### src/rtl/core/atmt_pkg.sv
package atmt_pkg;

  localparam int ENTRIES = 8;
  localparam int IDX_W = (ENTRIES > 1) ? $clog2(ENTRIES) : 1;

  localparam int HOUR_W = 5;
  localparam int MIN_W = 6;
  localparam int TOD_W = 11;
  localparam int STAMP_W = 32;

  localparam logic [TOD_W-1:0] DAY_MIN = TOD_W'(1440);
  localparam logic [STAMP_W-1:0] STAMP_NONE = '1;

  typedef enum logic [1:0] {
    ST_IDLE,
    ST_SCAN,
    ST_FINISH
  } state_e;

  typedef struct packed {
    logic                mode;
    logic [2:0]          entry_index;
    logic                entry_active;
    logic [HOUR_W-1:0]   entry_hour;
    logic [MIN_W-1:0]    entry_minute;
    logic [HOUR_W-1:0]   now_hour;
    logic [MIN_W-1:0]    now_minute;
    logic [STAMP_W-1:0]  minute_stamp;
    logic                alarm_busy;
    logic                queue_ready;
  } item_t;

  typedef struct packed {
    logic                trigger_valid;
    logic [2:0]          trigger_index;
    logic                next_found;
    logic [HOUR_W-1:0]   next_hour;
    logic [MIN_W-1:0]    next_minute;
  } result_t;

  typedef struct packed {
    logic load;
    logic scan;
    logic finish;
  } cmd_t;

  typedef struct packed {
    logic scan_last;
    logic out_full;
  } sts_t;

  // time of day in minutes, folded into 0..1439 (raw value never exceeds 1923)
  function automatic logic [TOD_W-1:0] day_tod(input logic [HOUR_W-1:0] h,
                                                input logic [MIN_W-1:0] m);
    logic [TOD_W-1:0] raw;
    raw = {h, 6'b0} - {4'b0, h, 2'b0} + {5'b0, m};
    return (raw >= DAY_MIN) ? raw - DAY_MIN : raw;
  endfunction

endpackage

### src/rtl/core/atmt_in_if.sv
interface atmt_in_if;
  logic        valid;
  logic        ready;
  logic        mode;
  logic [2:0]  entry_index;
  logic        entry_active;
  logic [4:0]  entry_hour;
  logic [5:0]  entry_minute;
  logic [4:0]  now_hour;
  logic [5:0]  now_minute;
  logic [31:0] minute_stamp;
  logic        alarm_busy;
  logic        queue_ready;

  modport source (
    output valid, mode, entry_index, entry_active, entry_hour, entry_minute,
           now_hour, now_minute, minute_stamp, alarm_busy, queue_ready,
    input  ready
  );
  modport sink (
    input  valid, mode, entry_index, entry_active, entry_hour, entry_minute,
           now_hour, now_minute, minute_stamp, alarm_busy, queue_ready,
    output ready
  );
endinterface

### src/rtl/core/atmt_out_if.sv
interface atmt_out_if;
  logic       valid;
  logic       ready;
  logic       trigger_valid;
  logic [2:0] trigger_index;
  logic       next_found;
  logic [4:0] next_hour;
  logic [5:0] next_minute;

  modport source (
    output valid, trigger_valid, trigger_index, next_found, next_hour, next_minute,
    input  ready
  );
  modport sink (
    input  valid, trigger_valid, trigger_index, next_found, next_hour, next_minute,
    output ready
  );
endinterface

### src/rtl/core/alarm_time_match_table_unit.sv
// Sequence: a request accepted in idle is captured by load, then the scan reads the table
//   (one table entry scanned per cycle over 8 entries), then finish puts the result on the output.
// No new request is taken until finish; the scan uses the single table read port.
// The result waits in an output register; a stalled output holds the next finish back.
// Reset (asynchronous, active low): table entries inactive at 00:00, last fired stamp all ones.
module alarm_time_match_table_unit (
  input  logic       clk_i,
  input  logic       rst_ni,
  atmt_in_if.sink    in_i,
  atmt_out_if.source out_o
);

  atmt_pkg::cmd_t    cmd;
  atmt_pkg::sts_t    sts;
  atmt_pkg::item_t   item;
  atmt_pkg::result_t res;
  logic              in_ready;
  logic              out_valid;

  always_comb begin
    item.mode         = in_i.mode;
    item.entry_index  = in_i.entry_index;
    item.entry_active = in_i.entry_active;
    item.entry_hour   = in_i.entry_hour;
    item.entry_minute = in_i.entry_minute;
    item.now_hour     = in_i.now_hour;
    item.now_minute   = in_i.now_minute;
    item.minute_stamp = in_i.minute_stamp;
    item.alarm_busy   = in_i.alarm_busy;
    item.queue_ready  = in_i.queue_ready;
  end

  atmt_ctrl u_ctrl (
    .clk_i      (clk_i),
    .rst_ni     (rst_ni),
    .in_valid_i (in_i.valid),
    .in_ready_o (in_ready),
    .sts_i      (sts),
    .cmd_o      (cmd)
  );

  atmt_dpath u_dpath (
    .clk_i       (clk_i),
    .rst_ni      (rst_ni),
    .cmd_i       (cmd),
    .sts_o       (sts),
    .item_i      (item),
    .out_valid_o (out_valid),
    .out_ready_i (out_o.ready),
    .res_o       (res)
  );

  assign in_i.ready          = in_ready;
  assign out_o.valid         = out_valid;
  assign out_o.trigger_valid = res.trigger_valid;
  assign out_o.trigger_index = res.trigger_index;
  assign out_o.next_found    = res.next_found;
  assign out_o.next_hour     = res.next_hour;
  assign out_o.next_minute   = res.next_minute;

endmodule

### src/rtl/core/atmt_ctrl.sv
module atmt_ctrl (
  input  logic            clk_i,
  input  logic            rst_ni,
  input  logic            in_valid_i,
  output logic            in_ready_o,
  input  atmt_pkg::sts_t  sts_i,
  output atmt_pkg::cmd_t  cmd_o
);

  atmt_pkg::state_e state_q, state_d;

  always_ff @(posedge clk_i or negedge rst_ni) begin
    if (!rst_ni) begin
      state_q <= atmt_pkg::ST_IDLE;
    end else begin
      state_q <= state_d;
    end
  end

  always_comb begin
    state_d    = state_q;
    in_ready_o = 1'b0;
    cmd_o      = '0;
    case (state_q)
      atmt_pkg::ST_IDLE: begin
        in_ready_o = 1'b1;
        if (in_valid_i) begin
          cmd_o.load = 1'b1;
          state_d    = atmt_pkg::ST_SCAN;
        end
      end
      atmt_pkg::ST_SCAN: begin
        cmd_o.scan = 1'b1;
        if (sts_i.scan_last) begin
          state_d = atmt_pkg::ST_FINISH;
        end
      end
      atmt_pkg::ST_FINISH: begin
        // hold the result back while the output register is still occupied
        if (!sts_i.out_full) begin
          cmd_o.finish = 1'b1;
          state_d      = atmt_pkg::ST_IDLE;
        end
      end
      default: begin
        state_d = atmt_pkg::ST_IDLE;
      end
    endcase
  end

  a_cmd_onehot: assert property (@(posedge clk_i) disable iff (!rst_ni)
    $onehot0({cmd_o.load, cmd_o.scan, cmd_o.finish}))
    else $error("more than one datapath command at once");

  a_scan_to_finish: assert property (@(posedge clk_i) disable iff (!rst_ni)
    (state_q == atmt_pkg::ST_SCAN && sts_i.scan_last) |=> (state_q == atmt_pkg::ST_FINISH))
    else $error("scan end did not lead to finish");

endmodule

### src/rtl/core/atmt_dpath.sv
module atmt_dpath (
  input  logic              clk_i,
  input  logic              rst_ni,
  input  atmt_pkg::cmd_t    cmd_i,
  output atmt_pkg::sts_t    sts_o,
  input  atmt_pkg::item_t   item_i,
  output logic              out_valid_o,
  input  logic              out_ready_i,
  output atmt_pkg::result_t res_o
);

  localparam int IW = atmt_pkg::IDX_W;
  localparam int TW = atmt_pkg::TOD_W;

  // alarm table, with each entry's time of day kept alongside
  logic                        active_q [atmt_pkg::ENTRIES];
  logic [atmt_pkg::HOUR_W-1:0] hour_q   [atmt_pkg::ENTRIES];
  logic [atmt_pkg::MIN_W-1:0]  minute_q [atmt_pkg::ENTRIES];
  logic [TW-1:0]               tod_q    [atmt_pkg::ENTRIES];

  logic [atmt_pkg::STAMP_W-1:0] last_fired_q;
  logic [atmt_pkg::STAMP_W-1:0] stamp_q;
  logic                         check_en_q;
  logic                         queue_ready_q;
  logic [atmt_pkg::HOUR_W-1:0]  now_h_q;
  logic [atmt_pkg::MIN_W-1:0]   now_m_q;
  logic [TW-1:0]                now_tod_q;

  logic [IW-1:0]                scan_idx_q;
  logic                         hit_q;
  logic [IW-1:0]                hit_idx_q;
  logic                         found_q;
  logic [TW-1:0]                best_d_q;
  logic [atmt_pkg::HOUR_W-1:0]  best_h_q;
  logic [atmt_pkg::MIN_W-1:0]   best_m_q;

  logic                         out_valid_q;
  atmt_pkg::result_t            res_q;

  logic                         wr_en;
  logic [IW-1:0]                wr_idx;
  logic                         cur_active;
  logic [atmt_pkg::HOUR_W-1:0]  cur_hour;
  logic [atmt_pkg::MIN_W-1:0]   cur_minute;
  logic [TW-1:0]                cur_tod;
  logic [TW:0]                  diff;
  logic [TW-1:0]                fwd_dist;
  logic                         is_match;
  logic                         is_nearer;

  assign wr_en  = cmd_i.load && item_i.mode &&
                  (32'(item_i.entry_index) < atmt_pkg::ENTRIES);
  assign wr_idx = IW'(item_i.entry_index);

  assign cur_active = active_q[scan_idx_q];
  assign cur_hour   = hour_q[scan_idx_q];
  assign cur_minute = minute_q[scan_idx_q];
  assign cur_tod    = tod_q[scan_idx_q];

  // forward distance: wrap a negative difference by one day
  assign diff     = {1'b0, cur_tod} - {1'b0, now_tod_q};
  assign fwd_dist = diff[TW] ? diff[TW-1:0] + atmt_pkg::DAY_MIN : diff[TW-1:0];

  assign is_match  = check_en_q && !hit_q && cur_active &&
                     (cur_hour == now_h_q) && (cur_minute == now_m_q);
  assign is_nearer = cur_active && (fwd_dist < best_d_q);

  always_ff @(posedge clk_i or negedge rst_ni) begin
    if (!rst_ni) begin
      for (int i = 0; i < atmt_pkg::ENTRIES; i++) begin
        active_q[i] <= 1'b0;
        hour_q[i]   <= '0;
        minute_q[i] <= '0;
        tod_q[i]    <= '0;
      end
    end else if (wr_en) begin
      active_q[wr_idx] <= item_i.entry_active;
      hour_q[wr_idx]   <= item_i.entry_hour;
      minute_q[wr_idx] <= item_i.entry_minute;
      tod_q[wr_idx]    <= atmt_pkg::day_tod(item_i.entry_hour, item_i.entry_minute);
    end
  end

  // request capture
  always_ff @(posedge clk_i) begin
    if (cmd_i.load) begin
      stamp_q       <= item_i.minute_stamp;
      queue_ready_q <= item_i.queue_ready;
      now_h_q       <= item_i.now_hour;
      now_m_q       <= item_i.now_minute;
      now_tod_q     <= atmt_pkg::day_tod(item_i.now_hour, item_i.now_minute);
      check_en_q    <= !item_i.mode && !item_i.alarm_busy &&
                       (item_i.minute_stamp != last_fired_q);
    end
  end

  always_ff @(posedge clk_i or negedge rst_ni) begin
    if (!rst_ni) begin
      scan_idx_q <= '0;
      hit_q      <= 1'b0;
      hit_idx_q  <= '0;
      found_q    <= 1'b0;
      best_d_q   <= atmt_pkg::DAY_MIN;
      best_h_q   <= '0;
      best_m_q   <= '0;
    end else if (cmd_i.load) begin
      scan_idx_q <= '0;
      hit_q      <= 1'b0;
      hit_idx_q  <= '0;
      found_q    <= 1'b0;
      best_d_q   <= atmt_pkg::DAY_MIN;
      best_h_q   <= '0;
      best_m_q   <= '0;
    end else if (cmd_i.scan) begin
      scan_idx_q <= scan_idx_q + 1'b1;
      if (is_match) begin
        hit_q     <= 1'b1;
        hit_idx_q <= scan_idx_q;
      end
      if (is_nearer) begin
        found_q  <= 1'b1;
        best_d_q <= fwd_dist;
        best_h_q <= cur_hour;
        best_m_q <= cur_minute;
      end
    end
  end

  always_ff @(posedge clk_i or negedge rst_ni) begin
    if (!rst_ni) begin
      last_fired_q <= atmt_pkg::STAMP_NONE;
    end else if (cmd_i.finish && hit_q && queue_ready_q) begin
      last_fired_q <= stamp_q;
    end
  end

  always_ff @(posedge clk_i or negedge rst_ni) begin
    if (!rst_ni) begin
      out_valid_q <= 1'b0;
    end else if (cmd_i.finish) begin
      out_valid_q <= 1'b1;
    end else if (out_ready_i) begin
      out_valid_q <= 1'b0;
    end
  end

  always_ff @(posedge clk_i) begin
    if (cmd_i.finish) begin
      res_q.trigger_valid <= hit_q;
      res_q.trigger_index <= 3'(hit_idx_q);
      res_q.next_found    <= found_q;
      res_q.next_hour     <= best_h_q;
      res_q.next_minute   <= best_m_q;
    end
  end

  assign sts_o.scan_last = (scan_idx_q == IW'(atmt_pkg::ENTRIES - 1));
  assign sts_o.out_full  = out_valid_q && !out_ready_i;
  assign out_valid_o     = out_valid_q;
  assign res_o           = res_q;

  a_hit_found: assert property (@(posedge clk_i) disable iff (!rst_ni)
    hit_q |-> found_q)
    else $error("trigger hit without an active entry found");

  a_best_range: assert property (@(posedge clk_i) disable iff (!rst_ni)
    found_q ? (best_d_q < atmt_pkg::DAY_MIN) : (best_d_q == atmt_pkg::DAY_MIN))
    else $error("nearest distance inconsistent with found flag");

  a_stamp_update: assert property (@(posedge clk_i) disable iff (!rst_ni)
    !$stable(last_fired_q) |-> $past(cmd_i.finish && hit_q && queue_ready_q))
    else $error("last fired stamp changed without an accepted trigger");

endmodule
### src/flat_wrapper.sv
// flat-port wrapper written by rule: the top's interface ports become plain ports
module alarm_time_match_table_unit_flat 
  (clk_i, rst_ni, in_i_valid, in_i_mode, in_i_entry_index, in_i_entry_active, in_i_entry_hour, in_i_entry_minute, in_i_now_hour, in_i_now_minute, in_i_minute_stamp, in_i_alarm_busy, in_i_queue_ready, in_i_ready, out_o_valid, out_o_trigger_valid, out_o_trigger_index, out_o_next_found, out_o_next_hour, out_o_next_minute, out_o_ready);
  atmt_in_if in_i_i ();
  atmt_out_if out_o_i ();
  input  logic clk_i;
  input  logic rst_ni;
  input wire logic [$bits(in_i_i.valid)-1:0] in_i_valid;
  input wire logic [$bits(in_i_i.mode)-1:0] in_i_mode;
  input wire logic [$bits(in_i_i.entry_index)-1:0] in_i_entry_index;
  input wire logic [$bits(in_i_i.entry_active)-1:0] in_i_entry_active;
  input wire logic [$bits(in_i_i.entry_hour)-1:0] in_i_entry_hour;
  input wire logic [$bits(in_i_i.entry_minute)-1:0] in_i_entry_minute;
  input wire logic [$bits(in_i_i.now_hour)-1:0] in_i_now_hour;
  input wire logic [$bits(in_i_i.now_minute)-1:0] in_i_now_minute;
  input wire logic [$bits(in_i_i.minute_stamp)-1:0] in_i_minute_stamp;
  input wire logic [$bits(in_i_i.alarm_busy)-1:0] in_i_alarm_busy;
  input wire logic [$bits(in_i_i.queue_ready)-1:0] in_i_queue_ready;
  output wire logic [$bits(in_i_i.ready)-1:0] in_i_ready;
  output wire logic [$bits(out_o_i.valid)-1:0] out_o_valid;
  output wire logic [$bits(out_o_i.trigger_valid)-1:0] out_o_trigger_valid;
  output wire logic [$bits(out_o_i.trigger_index)-1:0] out_o_trigger_index;
  output wire logic [$bits(out_o_i.next_found)-1:0] out_o_next_found;
  output wire logic [$bits(out_o_i.next_hour)-1:0] out_o_next_hour;
  output wire logic [$bits(out_o_i.next_minute)-1:0] out_o_next_minute;
  input wire logic [$bits(out_o_i.ready)-1:0] out_o_ready;
  assign in_i_i.valid = in_i_valid;
  assign in_i_i.mode = in_i_mode;
  assign in_i_i.entry_index = in_i_entry_index;
  assign in_i_i.entry_active = in_i_entry_active;
  assign in_i_i.entry_hour = in_i_entry_hour;
  assign in_i_i.entry_minute = in_i_entry_minute;
  assign in_i_i.now_hour = in_i_now_hour;
  assign in_i_i.now_minute = in_i_now_minute;
  assign in_i_i.minute_stamp = in_i_minute_stamp;
  assign in_i_i.alarm_busy = in_i_alarm_busy;
  assign in_i_i.queue_ready = in_i_queue_ready;
  assign in_i_ready = in_i_i.ready;
  assign out_o_valid = out_o_i.valid;
  assign out_o_trigger_valid = out_o_i.trigger_valid;
  assign out_o_trigger_index = out_o_i.trigger_index;
  assign out_o_next_found = out_o_i.next_found;
  assign out_o_next_hour = out_o_i.next_hour;
  assign out_o_next_minute = out_o_i.next_minute;
  assign out_o_i.ready = out_o_ready;
  alarm_time_match_table_unit u_core (.clk_i(clk_i), .rst_ni(rst_ni), .in_i(in_i_i), .out_o(out_o_i));
endmodule
### config.mk
export PLATFORM = sky130hd
export DESIGN_NAME = alarm_time_match_table_unit_flat
export DESIGN_NICKNAME = d
export VERILOG_FILES = /design/src/rtl/core/atmt_pkg.sv /design/src/rtl/core/atmt_in_if.sv /design/src/rtl/core/atmt_out_if.sv /design/src/rtl/core/alarm_time_match_table_unit.sv /design/src/rtl/core/atmt_ctrl.sv /design/src/rtl/core/atmt_dpath.sv /design/src/flat_wrapper.sv
export SDC_FILE = /design/constraint.sdc
export NUM_CORES = 1
export LEC_CHECK = 0
export BUFFER_PORTS_ARGS = -buffer_cell sky130_fd_sc_hd__buf_2
export CAP_MARGIN = 5
export CORE_MARGIN = 2
export CORE_UTILIZATION = 55
export DETAILED_ROUTE_END_ITERATION = 6
export PLACE_DENSITY = 0.77
export SLEW_MARGIN = 20
export SYNTH_ARGS = -nofsm -noshare
export SYNTH_HDL_FRONTEND = slang
export SYNTH_HIERARCHICAL = 1
export SYNTH_SLANG_ARGS = --single-unit
### constraint.sdc
create_clock -name clk_i -period 6.06 [get_ports clk_i]
set_clock_uncertainty 0.1 [all_clocks]
set_input_delay 0.909 -clock clk_i [delete_from_list [all_inputs] [get_ports clk_i]]
set_output_delay 0.909 -clock clk_i [all_outputs]
set_load 0.01 [all_outputs]
Word-level counts from Yosys, hierarchy flattened
Cells that the tools add are included.
{"block": "totals", "register_bits": 321, "in_bits": 65, "output_inout_bits": 18, "elab_cells": 162}
{"block": "classes", "add_sub_neg": 9, "magnitude_cmp": 6, "eq_ne": 9, "mux": 59, "bitwise": 2, "n_reduce_logical": 24}
{"cell": "11-bit two-way mux", "count": 9}
{"cell": "88-bit bitwise mux", "count": 1}
{"cell": "48-bit bitwise mux", "count": 1}
{"cell": "40-bit bitwise mux", "count": 1}
{"cell": "6-bit two-way mux", "count": 6}
{"cell": "11-bit binary-select mux with 3-bit select", "count": 1}
{"cell": "11-bit demux with 3-bit select", "count": 1}
{"cell": "32-bit inequality test", "count": 1}
{"cell": "5-bit two-way mux", "count": 6}
{"cell": "11-bit by 6-bit adder with 11-bit output", "count": 2}
{"cell": "11-bit greater-or-equal comparator, second input constant", "count": 2}
{"cell": "11-bit subtractor, second input constant", "count": 2}
{"cell": "11-bit by 7-bit subtractor with 11-bit output", "count": 2}
{"cell": "6-bit binary-select mux with 3-bit select", "count": 1}
{"cell": "6-bit demux with 3-bit select", "count": 1}
{"cell": "1-bit two-way mux", "count": 17}
{"cell": "5-bit binary-select mux with 3-bit select", "count": 1}
{"cell": "5-bit demux with 3-bit select", "count": 1}
{"cell": "3-bit two-way mux", "count": 5}
{"cell": "1-bit logical AND", "count": 12}
{"cell": "11-bit by 11-bit subtractor with 12-bit output", "count": 1}
{"cell": "11-bit adder, second input constant", "count": 1}
{"cell": "11-bit < comparator", "count": 1}
{"cell": "8-bit bitwise mux", "count": 1}
{"cell": "other kinds (20)", "count": 32}

Logic depth before layout (Yosys ltp)
{"block": "depth", "ltp_word": 12, "ltp_mapped": 24, "mapped_depth_nobuf": 20}

Cells and area by module
Netlist, hierarchy kept.
{"module": "atmt_dpath", "n_inst": 1, "cells_each": 1272, "area_per_inst_um2": 14460.1, "seq_area_each_um2": 7927.6}
{"module": "atmt_ctrl", "n_inst": 1, "cells_each": 10, "area_per_inst_um2": 105.1, "seq_area_each_um2": 50.0}

Worst setup path before layout
Ideal clock, no wire load.
{"block": "synth_timing", "kind": "reg2reg", "startpoint": "reg u_core.u_dpath.scan_idx_q[0]", "endpoint": "reg u_core.u_dpath.best_d_q[0]", "setup_ns": 0.132, "arrival_ns": 5.195, "required_time_ns": 5.828, "slack_ns": 0.633, "path_stages_with_launch": 24, "n_path_buf": 5, "period_less_slack_ns": 5.427, "cell_sequence": "dfrtp_1 -> buf_2 -> buf_6 -> buf_2 -> buf_2 -> mux4_2 -> mux2_2 -> ha_1 -> a21oi_1 -> nor3b_1 -> a211oi_1 -> nor2_1 -> o21ai_0 -> a21o_1 -> mux2_2 -> ha_1 -> nor2_1 -> a22oi_1 -> o21ai_0 -> o21ai_0 -> clkbuf_1 -> nor2_1 -> a21oi_1 -> nor2_1"}
{"block": "synth_via", "elab_chain_cells": 11, "elab_cells_between_ends": 17, "cone_classes": "2 x add/sub; 1 x order compare; 10 x mux; 1 x bitwise; 3 x reduce/logical"}
{"item": "start, declared", "line_no": "atmt_dpath.sv:29", "rtl": "logic [IW-1:0] scan_idx_q;"}
{"item": "start signal, assigned", "line_no": "atmt_dpath.sv:115", "rtl": "scan_idx_q <= scan_idx_q + 1'b1;"}
{"item": "3-bit NOT with 4-bit output (implied by the code) *", "line_no": "atmt_dpath.sv:55, atmt_dpath.sv:58"}
{"item": "11-bit binary-select mux with 3-bit select", "line_no": "atmt_dpath.sv:58", "rtl": "assign cur_tod = tod_q[scan_idx_q];"}
{"item": "11-bit two-way mux (implied by the code) (2 in series)", "line_no": "atmt_dpath.sv:58"}
{"item": "11-bit by 11-bit subtractor with 12-bit output", "line_no": "atmt_dpath.sv:61", "rtl": "assign diff = {1'b0, cur_tod} - {1'b0, now_tod_q};"}
{"item": "11-bit adder", "line_no": "atmt_dpath.sv:62", "rtl": "assign fwd_dist = diff[TW] ? diff[TW-1:0] + atmt_pkg::DAY_MIN : diff[TW-1:0];"}
{"item": "11-bit two-way mux", "line_no": "atmt_dpath.sv:62"}
{"item": "11-bit < comparator", "line_no": "atmt_dpath.sv:66", "rtl": "assign is_nearer = cur_active && (fwd_dist < best_d_q);"}
{"item": "1-bit logical AND", "line_no": "atmt_dpath.sv:66"}
{"item": "2-bit nonzero test (no line)"}
{"item": "2-bit AND reduction (no line)"}
{"item": "end signal, assigned", "line_no": "atmt_dpath.sv:103", "rtl": "best_d_q <= atmt_pkg::DAY_MIN;"}
{"item": "end signal, assigned", "line_no": "atmt_dpath.sv:111", "rtl": "best_d_q <= atmt_pkg::DAY_MIN;"}
{"item": "end signal, assigned", "line_no": "atmt_dpath.sv:122", "rtl": "best_d_q <= fwd_dist;"}
{"item": "end, declared", "line_no": "atmt_dpath.sv:33", "rtl": "logic [TW-1:0] best_d_q;"}
Every way passes the cells marked *; elsewhere a longest branch is shown, timed or not. The select of a mux whose other input is x is not followed.
A chain may end at the register's enable or synchronous reset.

Worst setup path after layout
{"block": "layout_timing", "startpoint": "reg u_core.u_dpath.scan_idx_q[0]", "endpoint": "reg u_core.u_dpath.best_d_q[10]"}
Same word-level chain as after synthesis.

==> impl_metrics.py <==
metrics = {
    "drt": {
        "wl_met3_mm": 2.15,
        "route.top_layer_used": "met4",
        "vias": 9890,
        "post_drt_wl_per_cell_um": 19.4,
        "wl_mm": 33.1,
        "drc": 0,
        "dr.pass1.iters": 5,
        "drt_iter0_drc": 854,
        "dr_wl_met2_mm": 15.9,
        "ant_nets": 0,
        "wl_met1_mm": 14.4,
        "viasPerCell": 5.80,
    },
    "yosys": {
        "synth_edf_count": 70,
        "syn_area_um2": 14600,
        "syn_inst": 1282,
        "synth_ff_type": "dfrtp_1",
        "ys_async_sr_fraction": 0.769,
        "syn-mean-instance-area_um2": 11.4,
        "yosysSeqAreaShare": 0.548,
        "ys_seq_elements": 303,
        "synth_cell_types": 69,
        "syn_nets": 1387,
        "yosys_warnings": 6,
    },
    "timing": {
        "relSlewSlack": 0.285,
        "finalHoldViolations": 0,
        "setup_slack_ns": 0.560,
        "min_period_over_period": 0.908,
        "rsz0062_at_grt": "false",
        "setup_tns_ns": 0,
        "slew_viol_final": 0,
        "period_minus_slack_ns": 5.50,
        "max_freq_mhz": 182,
        "worst_pin_slew_ns": 1.07,
        "setup_viol": 0,
        "whs_ns": 0.215,
    },
    "die": {
        "num_io_pins": 83,
        "die_area_um2": 27800,
        "initial_core_util": 0.559,
        "core_um2": 26100,
        "die_h_um": 167,
        "die_w_um": 167,
        "rows": 59,
    },
    "clocking": {
        "clockBufferDepth": 3,
        "numCtsBuffers": 31,
        "post_cts_resized": 0,
        "cts_tree": "yes",
        "clock_sinks": 303,
        "h-tree-depth": 1,
        "cts_setup_buffers": 0,
        "clk_pin_slew_ns": 0.06,
        "root_buffer": "clkbuf_16",
        "insertion_delay_ns": 0.56,
        "cts_hold_buf": 0,
    },
    "global_route": {
        "grt_pass1_wl_mm": 53.5,
        "grt_use_total": 0.241,
        "grt_pass1_vias": 10100,
        "grt_max_degree": 169,
        "grt_overflow_total": 0,
        "antenna_found_initial": 0,
    },
    "worst_setup_path": {
        "critical_path.max_stage_delay_ns": 0.58,
        "startpoint_type": "flip-flop",
        "end_kind": "flip-flop",
        "cpLargestDelayFamily": "compound AO/OA/AOI/OAI gates",
        "r2r_end": "u_core/u_dpath/best_d_q[10]",
        "cp_slowest_cell": "mux4_2",
        "cp.arrival_ns": 5.86,
        "crit_buf_inv": 2,
        "cpMostUsedCell": "ha_1",
        "rr_worst_depth": 19,
        "rr_startpoint": "u_core/u_dpath/scan_idx_q[0]",
        "crit_chain": "buf_4 > mux4_2 > mux2i_1 > ha_1 > fa_1 > nor2b_1 > o21ai_0 > nand2b_1 > a221oi_1 > ha_1 > nor2_1 > a221oi_1 > xor2_1 > ha_1 > a211oi_1 > o21ai_0 > buf_4 > a2111oi_0 > a311oi_1",
        "critPathKind": "flip-flop to flip-flop",
        "required_ns": 6.42,
        "r2r_slack_ns": 0.56,
        "crit_fanout": 24,
    },
    "final_layout": {
        "final_util": 0.628,
        "nNetsFinal": 1451,
        "diodes": 0,
        "drive_gt1_frac": 0.236,
        "num-fill-cells": 2025,
        "seqCellArea_um2": 7980,
        "multiInputGateArea_um2": 6130,
        "syn_to_final_growth_pct": 12.4,
    },
    "power_and_ir_drop": {
        "vdd_drop_max_mv": 0.425,
        "p_sw_w": 0.00270,
        "power_density_nw_per_um2": 480,
        "comb_power_share": 0.372,
        "power_frac_seq": 0.374,
        "p_leak_nw": 7.30,
        "clockPowerShare": 0.254,
        "p_int_w": 0.00515,
        "switching_share": 0.344,
    },
    "job": {
        "maxCapViolCount": 0,
    },
    "placed_design": {
        "hpwl_mm": 21.8,
        "io_buffer_count": 82,
        "place_congestion": 0.918,
        "place_ws_ns": 0.682,
    },
    "status": {
        "status": "completed",
    },
    "min_path": {
        "hold_class": "input pin to asynchronous set/reset pin",
    },
}
## worst register-to-register path, cell delays in order (launching register included)
cell and delay [ns]:
dfrtp_2 0.40, buf_4 0.43, mux4_2 0.58, mux2i_1 0.24
ha_1 0.24, fa_1 0.22, nor2b_1 0.05, o21ai_0 0.29
nand2b_1 0.15, a221oi_1 0.51, ha_1 0.26, nor2_1 0.05
a221oi_1 0.32, xor2_1 0.17, ha_1 0.22, a211oi_1 0.30
o21ai_0 0.13, buf_4 0.20, a2111oi_0 0.41, a311oi_1 0.11
## Yosys cell counts, types with 4 or more instances
library cell	count	area (um^2)
a211oi_1	19	143
a21o_1	5	37.5
a21oi_1	28	140
a221oi_1	5	43.8
and3_1	4	25.0
buf_1	11	41.3
buf_2	9	45.0
clkbuf_1	48	180
dfrtp_1	197	4930
dfstp_2	36	946
edfxtp_1	70	2100
ha_1	39	488
inv_1	44	165
mux2_2	72	811
mux2i_1	20	200
mux4_2	42	946
nand2_1	253	950
nand2b_1	5	31.3
nand3_1	13	65.1
nand4_1	10	62.6
nor2_1	66	248
nor2b_1	5	31.3
nor3_1	16	80.1
nor4_1	6	37.5
o211ai_1	8	60.1
o21a_1	8	60.1
o21ai_0	103	515
o31ai_1	11	82.6
or2_2	6	37.5
or3_1	8	50.1
xnor2_1	59	517
xor2_1	4	35.0
## per-stage QoR
step                cells  total power [W]  cell area, um^2
floorplan            1282          0.00510            14600
global placement     1648          0.00573            15300
detailed placement   1648          0.00585            15300
CTS                  1706          0.00787            16400
global route         1706          0.00835            16400
finish               1706          0.00786            16400
## sequential cells by signal, summed over array words and instances (netlist names)
register / count
u_core/u_dpath/found_q: 1
u_core/u_dpath/now_tod_q: 9
u_core/u_dpath/best_m_q: 6
u_core/u_dpath/last_fired_q: 32
u_core/u_dpath/best_d_q: 11
u_core/u_dpath/active_q: 8
u_core/u_dpath/minute_q: 48
u_core/u_dpath/tod_q: 72
u_core/u_dpath/hit_q: 1
u_core/u_dpath/now_h_q: 5
u_core/u_dpath/now_m_q: 6
u_core/u_dpath/stamp_q: 32
u_core/u_dpath/scan_idx_q: 3
u_core/u_dpath/res_o: 16
u_core/u_dpath/check_en_q: 1
u_core/u_dpath/best_h_q: 5
u_core/u_dpath/queue_ready_q: 1
u_core/u_dpath/out_valid_o: 1
u_core/u_dpath/hit_idx_q: 3
u_core/u_ctrl/state_q: 2
u_core/u_dpath/hour_q: 40
## power by group through the flow
stage / logic [W] / registers (W) / clock network (W)
floorplan: 0.00225 / 0.00285 / 0
global placement: 0.00280 / 0.00293 / 0
detailed placement: 0.00289 / 0.00296 / 0
CTS: 0.00292 / 0.00293 / 0.00203
global route: 0.00324 / 0.00299 / 0.00211
finish: 0.00292 / 0.00293 / 0.00200
## routing by layer
layer	track usage	up-vias
met3	0.0461	52
met5	0	-
met2	0.400	291
li1	-	4649
met4	0.0596	0
met1	0.330	4898
## cell usage in the layout, fill, tap and decap left out, types with 7 or more instances in the layout
cell,n
nand3_1,13
dfrtp_1,195
ha_1,39
clkbuf_16,31
nor3_1,16
mux4_2,42
a211oi_1,19
a21oi_1,28
o21a_1,8
clkinv_1,7
inv_1,44
mux2_2,72
buf_4,19
nand4_1,10
or3_1,8
o21ai_0,103
edfxtp_1,70
o31ai_1,11
xnor2_1,59
nor2_1,66
dfstp_2,36
nand2_1,253
o211ai_1,8
clkinv_2,7
buf_2,81
mux2i_1,20
## area by class of cell
type / instances / share of cell area
Clock inverter: 20 / 0.0142
Clock buffer: 38 / 0.0520
Tap cell: 335 / 0.0256
Sequential cell: 303 / 0.487
Timing Repair Buffer: 102 / 0.0356
Inverter: 47 / 0.0108
Multi-Input combinational cell: 861 / 0.374
## logic make-up (layout without fill, tap and decap cells)
kind of cell,Yosys count,after routing,synth area share
buffers and inverters,118,207,0.0320
multiplexers,136,136,0.136
adder cells (fa/ha/maj),40,40,0.0349
flip-flops,303,303,0.548
XOR/XNOR,63,63,0.0379
AO/OA/AOI/OAI,217,217,0.0933
AND/OR/NAND/NOR,405,405,0.118
## how the worst max path moves through the flow
stage | startpoint | to | slack, ns | cells after the start
2_1_floorplan | u_core/u_dpath/scan_idx_q[0] | u_core/u_dpath/best_d_q[0] | 0.63 | 23
3_3_place_gp | u_core/u_dpath/scan_idx_q[0] | u_core/u_dpath/best_d_q[1] | 0.90 | 19
3_5_place_dp | u_core/u_dpath/scan_idx_q[0] | u_core/u_dpath/best_m_q[4] | 0.68 | 18
4_1_cts | u_core/u_dpath/scan_idx_q[0] | u_core/u_dpath/best_d_q[1] | 0.62 | 20
5_1_grt | u_core/u_dpath/scan_idx_q[0] | u_core/u_dpath/best_m_q[0] | 0.07 | 19
6_report | u_core/u_dpath/scan_idx_q[0] | u_core/u_dpath/best_d_q[10] | 0.56 | 19
Note: power is estimated with default switching activity, not from simulation.
